## src/hw/rtl/mbdi_pkg.sv

```systemverilog
`timescale 1ns / 1ps

package mbdi_pkg;

    // number of debounced buttons
    localparam int BUTTONS = 10;

    // fixed field widths
    localparam int PIN_BITS   = 10;
    localparam int STAMP_W    = 32;
    localparam int DEB_W      = 16;
    localparam int IDX_W      = 4;
    localparam int APB_ADDR_W = 4;
    localparam int APB_DATA_W = 32;

    // register reset values
    localparam logic [DEB_W-1:0] DEBOUNCE_RESET = 16'd20;
    localparam logic [IDX_W-1:0] FIRST_RESET    = 4'd8;
    localparam logic [IDX_W-1:0] SECOND_RESET   = 4'd9;

    // register indexes, taken from paddr[3:2]
    localparam logic [1:0] REG_DEBOUNCE_TIME    = 2'd0;
    localparam logic [1:0] REG_INTERLOCK_FIRST  = 2'd1;
    localparam logic [1:0] REG_INTERLOCK_SECOND = 2'd2;

    // per-button debounce phase
    typedef enum logic [1:0] {
        PHASE_IDLE        = 2'd0,
        PHASE_DEB_PRESS   = 2'd1,
        PHASE_PRESSED     = 2'd2,
        PHASE_DEB_RELEASE = 2'd3
    } phase_t;

    // input transaction payload
    typedef struct packed {
        logic [PIN_BITS-1:0] pin_levels;
        logic [STAMP_W-1:0]  now_time;
    } in_item_t;

    // output transaction payload
    typedef struct packed {
        logic [PIN_BITS-1:0] held_vector;
        logic                unlocked;
    } out_item_t;

endpackage

```

## src/hw/rtl/multi_button_debounce_interlock_top.sv

```systemverilog
`timescale 1ns / 1ps

// channel   signals                          direction  payload
// in        in_valid / in_ready / in_data    input      pin_levels, now_time
// out       out_valid / out_ready / out_data output     held_vector, unlocked
// cfg       psel penable pwrite paddr pwdata input      debounce_time, interlock pair
//
// one transaction per cycle unless a full output register stalls; once accepted,
// the result shows in the next cycle via the per-button 32-bit subtract and compare.
// in_ready stays high while the output register is empty or being drained.
// reset: every button idle, stamps zero, nothing confirmed, debounce 20,
// interlock buttons 8 and 9.

module multi_button_debounce_interlock_top (
    input  logic                                 clk,
    input  logic                                 rst_n,
    input  logic                                 in_valid,
    output logic                                 in_ready,
    input  mbdi_pkg::in_item_t                   in_data,
    output logic                                 out_valid,
    input  logic                                 out_ready,
    output mbdi_pkg::out_item_t                  out_data,
    input  logic                                 psel,
    input  logic                                 penable,
    input  logic                                 pwrite,
    input  logic [mbdi_pkg::APB_ADDR_W-1:0]      paddr,
    input  logic [mbdi_pkg::APB_DATA_W-1:0]      pwdata,
    output logic [mbdi_pkg::APB_DATA_W-1:0]      prdata,
    output logic                                 pready
);

    // configuration registers
    logic [mbdi_pkg::DEB_W-1:0] debounce_time_reg;
    logic [mbdi_pkg::IDX_W-1:0] interlock_first_reg;
    logic [mbdi_pkg::IDX_W-1:0] interlock_second_reg;

    // per-button state
    mbdi_pkg::phase_t             phase_reg    [mbdi_pkg::BUTTONS];
    mbdi_pkg::phase_t             phase_next   [mbdi_pkg::BUTTONS];
    logic [mbdi_pkg::STAMP_W-1:0] stamp_reg    [mbdi_pkg::BUTTONS];
    logic [mbdi_pkg::STAMP_W-1:0] stamp_next   [mbdi_pkg::BUTTONS];
    logic [mbdi_pkg::BUTTONS-1:0] confirmed_reg;
    logic [mbdi_pkg::BUTTONS-1:0] confirmed_next;
    logic [mbdi_pkg::BUTTONS-1:0] pressed;
    logic [mbdi_pkg::BUTTONS-1:0] stable;

    // output register
    logic                 out_valid_reg;
    mbdi_pkg::out_item_t  out_data_reg;
    mbdi_pkg::out_item_t  out_data_next;

    logic in_fire;
    logic cfg_write;
    logic first_held;
    logic second_held;

    assign in_ready  = !out_valid_reg || out_ready;
    assign in_fire   = in_valid && in_ready;
    assign out_valid = out_valid_reg;
    assign out_data  = out_data_reg;
    assign pready    = 1'b1;
    assign cfg_write = psel && penable && pwrite;

    // configuration writes
    always_ff @(posedge clk or negedge rst_n)
    begin
        if (!rst_n)
        begin
            debounce_time_reg    <= mbdi_pkg::DEBOUNCE_RESET;
            interlock_first_reg  <= mbdi_pkg::FIRST_RESET;
            interlock_second_reg <= mbdi_pkg::SECOND_RESET;
        end
        else if (cfg_write)
        begin
            case (paddr[3:2])
                mbdi_pkg::REG_DEBOUNCE_TIME:
                    debounce_time_reg <= pwdata[mbdi_pkg::DEB_W-1:0];
                mbdi_pkg::REG_INTERLOCK_FIRST:
                    interlock_first_reg <= pwdata[mbdi_pkg::IDX_W-1:0];
                mbdi_pkg::REG_INTERLOCK_SECOND:
                    interlock_second_reg <= pwdata[mbdi_pkg::IDX_W-1:0];
                default:
                    ;
            endcase
        end
    end

    // register readback
    always_comb
    begin
        prdata = '0;
        case (paddr[3:2])
            mbdi_pkg::REG_DEBOUNCE_TIME:
                prdata[mbdi_pkg::DEB_W-1:0] = debounce_time_reg;
            mbdi_pkg::REG_INTERLOCK_FIRST:
                prdata[mbdi_pkg::IDX_W-1:0] = interlock_first_reg;
            mbdi_pkg::REG_INTERLOCK_SECOND:
                prdata[mbdi_pkg::IDX_W-1:0] = interlock_second_reg;
            default:
                prdata = '0;
        endcase
    end

    // raw level decode and elapsed-time compare per button
    genvar g;
    generate
        for (g = 0; g < mbdi_pkg::BUTTONS; g++)
        begin : g_btn
            if (g < mbdi_pkg::PIN_BITS)
            begin : g_pin
                assign pressed[g] = !in_data.pin_levels[g];
            end
            else
            begin : g_nopin
                assign pressed[g] = 1'b0;
            end
            assign stable[g] = (in_data.now_time - stamp_reg[g])
                               >= {{(mbdi_pkg::STAMP_W-mbdi_pkg::DEB_W){1'b0}},
                                   debounce_time_reg};
        end
    endgenerate

    // debounce machines, all buttons side by side
    always_comb
    begin
        for (int i = 0; i < mbdi_pkg::BUTTONS; i++)
        begin
            phase_next[i]     = phase_reg[i];
            stamp_next[i]     = stamp_reg[i];
            confirmed_next[i] = confirmed_reg[i];
            case (phase_reg[i])
                mbdi_pkg::PHASE_IDLE:
                begin
                    if (pressed[i])
                    begin
                        phase_next[i] = mbdi_pkg::PHASE_DEB_PRESS;
                        stamp_next[i] = in_data.now_time;
                    end
                end
                mbdi_pkg::PHASE_DEB_PRESS:
                begin
                    if (!pressed[i])
                        phase_next[i] = mbdi_pkg::PHASE_IDLE;
                    else if (stable[i])
                    begin
                        phase_next[i]     = mbdi_pkg::PHASE_PRESSED;
                        confirmed_next[i] = 1'b1;
                    end
                end
                mbdi_pkg::PHASE_PRESSED:
                begin
                    if (!pressed[i])
                    begin
                        phase_next[i] = mbdi_pkg::PHASE_DEB_RELEASE;
                        stamp_next[i] = in_data.now_time;
                    end
                end
                mbdi_pkg::PHASE_DEB_RELEASE:
                begin
                    if (pressed[i])
                        phase_next[i] = mbdi_pkg::PHASE_PRESSED;
                    else if (stable[i])
                    begin
                        phase_next[i]     = mbdi_pkg::PHASE_IDLE;
                        confirmed_next[i] = 1'b0;
                    end
                end
                default:
                    phase_next[i] = phase_reg[i];
            endcase
        end
    end

    // interlock lookup; an index past the last button matches nothing
    always_comb
    begin
        first_held  = 1'b0;
        second_held = 1'b0;
        for (int i = 0; i < mbdi_pkg::BUTTONS; i++)
        begin
            if (int'(interlock_first_reg) == i && confirmed_next[i])
                first_held = 1'b1;
            if (int'(interlock_second_reg) == i && confirmed_next[i])
                second_held = 1'b1;
        end
    end

    // result assembly
    always_comb
    begin
        out_data_next = '0;
        for (int i = 0; i < mbdi_pkg::BUTTONS; i++)
        begin
            if (i < mbdi_pkg::PIN_BITS)
                out_data_next.held_vector[i] = confirmed_next[i];
        end
        out_data_next.unlocked = first_held && second_held;
    end

    // button state, updated once per accepted transaction
    always_ff @(posedge clk or negedge rst_n)
    begin
        if (!rst_n)
        begin
            confirmed_reg <= '0;
            for (int i = 0; i < mbdi_pkg::BUTTONS; i++)
            begin
                phase_reg[i] <= mbdi_pkg::PHASE_IDLE;
                stamp_reg[i] <= '0;
            end
        end
        else if (in_fire)
        begin
            confirmed_reg <= confirmed_next;
            for (int i = 0; i < mbdi_pkg::BUTTONS; i++)
            begin
                phase_reg[i] <= phase_next[i];
                stamp_reg[i] <= stamp_next[i];
            end
        end
    end

    // output register valid
    always_ff @(posedge clk or negedge rst_n)
    begin
        if (!rst_n)
            out_valid_reg <= 1'b0;
        else if (in_fire)
            out_valid_reg <= 1'b1;
        else if (out_ready)
            out_valid_reg <= 1'b0;
    end

    // output register payload
    always_ff @(posedge clk)
    begin
        if (in_fire)
            out_data_reg <= out_data_next;
    end

    // an accepted transaction always leaves a result behind
    a_result_follows: assert property (@(posedge clk) disable iff (!rst_n)
        in_fire |=> out_valid)
        else $error("accepted transaction produced no result");

    // button state moves only on an accepted transaction
    a_state_holds: assert property (@(posedge clk) disable iff (!rst_n)
        !in_fire |=> $stable(confirmed_reg))
        else $error("confirmed state changed without a transaction");

    // confirmed exactly in the pressed and release-debounce phases
    generate
        for (g = 0; g < mbdi_pkg::BUTTONS; g++)
        begin : g_chk
            a_confirm_phase: assert property (@(posedge clk) disable iff (!rst_n)
                confirmed_reg[g] == (phase_reg[g] == mbdi_pkg::PHASE_PRESSED ||
                                     phase_reg[g] == mbdi_pkg::PHASE_DEB_RELEASE))
                else $error("confirmed bit disagrees with debounce phase");
        end
    endgenerate

endmodule

```

## config.mk

```make
export PLATFORM = sky130hd
export DESIGN_NAME = multi_button_debounce_interlock_top
export DESIGN_NICKNAME = d
export VERILOG_FILES = /design/src/hw/rtl/mbdi_pkg.sv /design/src/hw/rtl/multi_button_debounce_interlock_top.sv
export SDC_FILE = /design/constraint.sdc
export NUM_CORES = 2
export LEC_CHECK = 0
export BUFFER_PORTS_ARGS = -buffer_cell sky130_fd_sc_hd__buf_2
export CAP_MARGIN = 40
export CORE_MARGIN = 5
export CORE_UTILIZATION = 32
export DETAILED_ROUTE_END_ITERATION = 8
export MAX_ROUTING_LAYER = met4
export PLACE_DENSITY = 0.57
export SLEW_MARGIN = 5
export SYNTH_ARGS = -nofsm -noshare
export SYNTH_HDL_FRONTEND = slang
export SYNTH_SLANG_ARGS = --single-unit
```

## constraint.sdc

```tcl
create_clock -name clk -period 5.2 [get_ports clk]
set_clock_uncertainty 0.15 [all_clocks]
set_input_delay 0.78 -clock clk [delete_from_list [all_inputs] [get_ports clk]]
set_output_delay 0.78 -clock clk [all_outputs]
set_load 0.02 [all_outputs]
```

==> After elaboration in Yosys (flattened, before gate mapping) <==
Cells that the tools add are included.
{ "op_classes": {"n_eq_ne": 90, "add_sub_neg": 10, "muxes": 174, "reduce_logical": 73, "order_cmp": 10} }
{ "op_table": {"columns": ["cell", "n"], "rows": [
  ["32-bit 2-to-1 mux", 20],
  ["32-bit one-hot mux with 2 select lines", 10],
  ["32-bit by 16-bit greater-or-equal comparator with 1-bit output", 10],
  ["32-bit subtractor", 10],
  ["2-bit 2-to-1 mux", 60],
  ["2-bit one-hot mux with 4 select lines", 10],
  ["1-bit 2-to-1 mux", 62],
  ["3-bit != test (second input constant)", 20],
  ["5-bit AND reduction", 10],
  ["4-bit equality test (second input constant)", 12],
  ["2-bit equality test (second input constant)", 21],
  ["2-bit != test (second input constant)", 20],
  ["4-bit AND reduction", 10],
  ["1-bit logical AND", 24],
  ["2-bit by 1-bit equality test with 1-bit output (second input constant)", 11],
  ["2-bit logical NOT", 11],
  ["2-bit nonzero test", 11],
  ["1-bit one-hot mux with 2 select lines", 10],
  ["4-bit by 3-bit equality test with 1-bit output (second input constant)", 4],
  ["12-bit 2-to-1 mux", 1],
  ["4-bit one-hot mux with 3 select lines", 1],
  ["4-bit by 2-bit equality test with 1-bit output (second input constant)", 2],
  ["4-bit logical NOT", 2],
  ["2-bit AND reduction", 3],
  ["2 further kinds", 2]
]} }
{ "word_totals": {"out_inout_bits": 46, "ff_bits": 386} }

==> Logic depth before layout (Yosys ltp) <==
{ "logic_depth": {"depth_word": 17, "ltp_mapped": 29, "ltp_nobuf": 28} }

==> Worst setup path after synthesis <==
Ideal clock, no wire load.
{ "synth_timing": {"path_type": "in2reg", "from": "input port in_data[0] in the netlist's numbering", "to": "register out_data_reg (netlist bit out_data[0]) (data pin)", "arrival_ns": 5.831, "path_slack_ns": -1.046, "setup_time_ns": 0.265, "cell_stages": 26, "t_required_ns": 4.785, "n_path_buf": 1, "cell_sequence": "clkbuf_1 > inv_1 > ha_1 > inv_1 > fa_1 > a211oi_1 > o21ai_1 > o21a_1 > nor2_1 > o21ai_0 > xor2_1 > ha_1 > and4_1 > a21oi_1 > nand4_1 > nor4_1 > o2111ai_1 > or4_1 > nor4b_1 > o2111a_1 > a21oi_1 > or3b_1 > a32oi_1 > nand3_1 > o21ba_1 > a211oi_1"} }
{ "synth_rtl": {"columns": ["element", "line", "text"], "rows": [
  ["from (decl)", "multi_button_debounce_interlock_top.sv:19", "input mbdi_pkg::in_item_t in_data,"],
  ["to (signal assigned)", "multi_button_debounce_interlock_top.sv:238", "out_data_reg <= out_data_next;"],
  ["to (decl)", "multi_button_debounce_interlock_top.sv:49", "mbdi_pkg::out_item_t out_data_reg;"]
]} }

==> reports/results.txt <==
EDFF count, synth = 11
share of the cycle needed by the critical path after routing = 108%
starting density of the core = 32.2%
number of rows in the core area = 126
count of filler cells inserted in the layout = 11900
Cell Pwr Density = 687 nW/um^2
total global routing track utilization = 23.2%
area of the die = 125000 um^2
smallest setup slack after layout = -0.422 ns
Root Buffer = clkbuf_16
overflow left after global routing = 0
first-iteration detailed-routing DRC count = 2684
layout cell share with drive strength beyond 1 = 24.9%
clock input transition at the sequential cells of the worst setup and hold paths = 0.06 ns
HPWL Detailed = 118000 um
Synth Flop Type = dfrtp_1
pin count of the biggest net entering global routing = 105
count of port buffers added during placement = 95
mean area per synthesized cell = 7.79 um^2
number of flip-flops under the largest register name = 320
part of the Yosys area used for sequential elements = 25.7%
Max stage delay on crit path = 0.50 ns
LEAKAGE = 23.5 nW
Critical Path Sink Type = flop
clock latency on the worst-skew pair = 0.66 ns
Mapped Cells = 4864
vias = 39600
Slowest-stage cell, CP = or4b_4
detail-routed via count per cell = 5.32
Top delay family on crit path = compound AO/OA/AOI/OAI gates
Setup Viol. Count Final = 1
clk buf depth = 3
kind of start point of the critical path = flop
Top-Level Pins = 131
length of the first detailed-routing pass in iterations = 7
nets = 6427
failing checks = negative hold slack, negative setup slack
unrepaired setup endpoints after global routing = true
dominant cells by area after synthesis = dfrtp_1 (24%), ha_1 (16%), o21ai_0 (7.0%)
Max Fclk = 0.178 GHz
outcome = finished with violations
worst path buffer plus inverter count = 2
worst-path maximum fanout = 4
cell count after placement = 7310
routed wirelength normalized by instance count = 19.8 um
number of nets still failing antenna checks after routing = 0
most frequent cells after synthesis = nand2_1 (602), o21ai_0 (527), ha_1 (470), inv_1 (420), dfrtp_1 (370)
yosys warns = 0
cell area after placement = 47500 um^2
first-pass GRT wire length = 224000 um
DRC Markers = 0
Crit path required time = 5.45 ns
TritonCTS clock tree = yes
non-filler cells in the finished layout = 7445
level count of the clock H-tree = 2
number of pins with negative max-slew slack in the final report = 0
VDD IR max = 304 uV
arrival time of data at the critical path endpoint = 5.87 ns
cell type with the highest aggregate area in the netlist = dfrtp_1
Unique masters post-synth = 96
Crit Path Category = reg2reg
total length of routed wires = 147000 um
antenna violations before repair = 5
final estimated routing congestion in global placement = 0.963
number of endpoints with negative hold slack in the final report = 8
Min-Delay Path Class = in2async
clock period minus final worst setup slack = 5.62 ns
flip-flop and latch count after synthesis = 386
max-capacitance violation count = 0
fraction of registers with async set or reset after synthesis = 97.2%
actual transition at the worst max-transition pin = 0.898 ns
top-count cell post-synth = nand2_1
core area = 118000 um^2
synth-to-layout area growth = 33.4%
Sink Count = 386
fraction of post-synthesis cell area in the top cell type by area = 24.4%
width of the die = 354 um
Die Span Y = 354 um
number of clock buffers inserted by TritonCTS = 53
tightest hold margin = -0.0319 ns
cell area after synthesis = 37900 um^2
post-route standard cell area excluding fillers = 50600 um^2
vias in the first global route = 38600
Relative slew margins = 40.1%
power by group:
group / internal [mW] / switching [mW] / total (mW)
registers: 4.43 / 0.522 / 4.95
logic: 12.0 / 13.7 / 25.8
clock network: 2.41 / 1.59 / 4.00
cell usage in the layout (no fill, tap or decap), drive strengths merged, types with 54 or more instances in the layout:
master,netlist,final
ha,470,470
nand2b,54,54
xnor2,107,107
inv,421,421
nand3,105,105
nand4,87,87
dfrtp,370,370
nand2,602,602
a211oi,55,55
buf,26,1155
nor2,254,254
a31oi,55,55
nor3,99,99
o21a,77,77
o21ai,563,563
clkbuf,204,77
xor2,93,93
a21oi,353,353
a21o,128,128
worst register-to-register path, delay by kind of cell, from the launching register on:
kind / cells / cell delay, ns
AO/OA/AOI/OAI: 14 / 2.34
XOR/XNOR: 1 / 0.12
adder cells (fa/ha/maj): 2 / 0.47
buffers and inverters: 2 / 0.26
flip-flops: 1 / 0.38
multiplexers: 1 / 0.16
AND/OR/NAND/NOR: 8 / 1.52
final cells by class:
type / count / area, um^2 / area share (%)
sequential: 386 / 9720 / 19.2
timing repair buffer: 1158 / 8850 / 17.5
clock inverter: 25 / 342 / 0.676
tap: 1536 / 1920 / 3.80
clock buffer: 74 / 1540 / 3.04
antenna: 3 / 7.51 / 0.0149
inverter: 422 / 1600 / 3.16
multi-input combinational: 3841 / 26600 / 52.6
stage by stage:
stage               setup WS, ns  setup TNS, ns  hold slack, ns  utilization (%)  total power, mW
finish                    -0.422         -0.422         -0.0319             42.9             34.7
global placement           -1.23         -22.16           0.336             40.4             29.2
detailed placement         -1.26         -25.20           0.351             40.4             29.5
global route              -0.650          -1.35          0.0262             42.9             37.8
floorplan                 -0.564         -0.743           0.320                -             19.6
CTS                       -0.409         -0.409         0.00536             42.2             34.0
kinds of logic (layout without fill, tap and decap cells):
| family | after synthesis | count (layout) | share of synthesized area [%] |
|---|---|---|---|
| xor+xnor | 200 | 200 | 4.62 |
| mux | 70 | 70 | 1.97 |
| compound gates | 1621 | 1621 | 26.9 |
| buf+inv | 652 | 1679 | 6.66 |
| flops | 386 | 386 | 25.7 |
| fa+ha+maj | 480 | 480 | 16.0 |
| simple gates | 1453 | 1453 | 18.1 |
| other cells | 2 | 20 | 0.0198 |
worst paths after layout:
kind	cells past startpoint	slack (ns)	start	end
max	28	-0.42	stamp_reg[68]$_DFFE_PN0P_	out_data[0]$_DFFE_PP_
min	1	-0.03	rst_n	stamp_reg[319]$_DFFE_PN0P_
max reg2reg	28	-0.42	stamp_reg[68]$_DFFE_PN0P_	out_data[0]$_DFFE_PP_
min reg2reg	2	0.36	confirmed_reg[8]$_DFFE_PN0P_	confirmed_reg[8]$_DFFE_PN0P_
max in group asynchronous	2	3.67	rst_n	stamp_reg[3]$_DFFE_PN0P_
min in group clk	3	0.17	pwdata[11]	debounce_time_reg[11]$_DFFE_PN0P_
routing by layer:
metal | GRT usage [%] | up-vias | share of wire, %
li1 | - | 19600 | -
met1 | 29.7 | 18800 | 45
met2 | 38.4 | 944 | 46
met3 | 2.11 | 263 | 4.3
met4 | 8.63 | 0 | 4.5
met5 | - | - | 0
what timing repair did:
item / CTS / global route
setup endpoints to repair: 18 / 28
gates cloned: 0 / 0
pin swaps: 38 / 96
hold buffers: 0 / 0
hold endpoints to repair: 0 / 0
buffers inserted: 8 / 26
gates resized for setup: 48 / 164
Note: power is estimated with default switching activity, not from simulation.
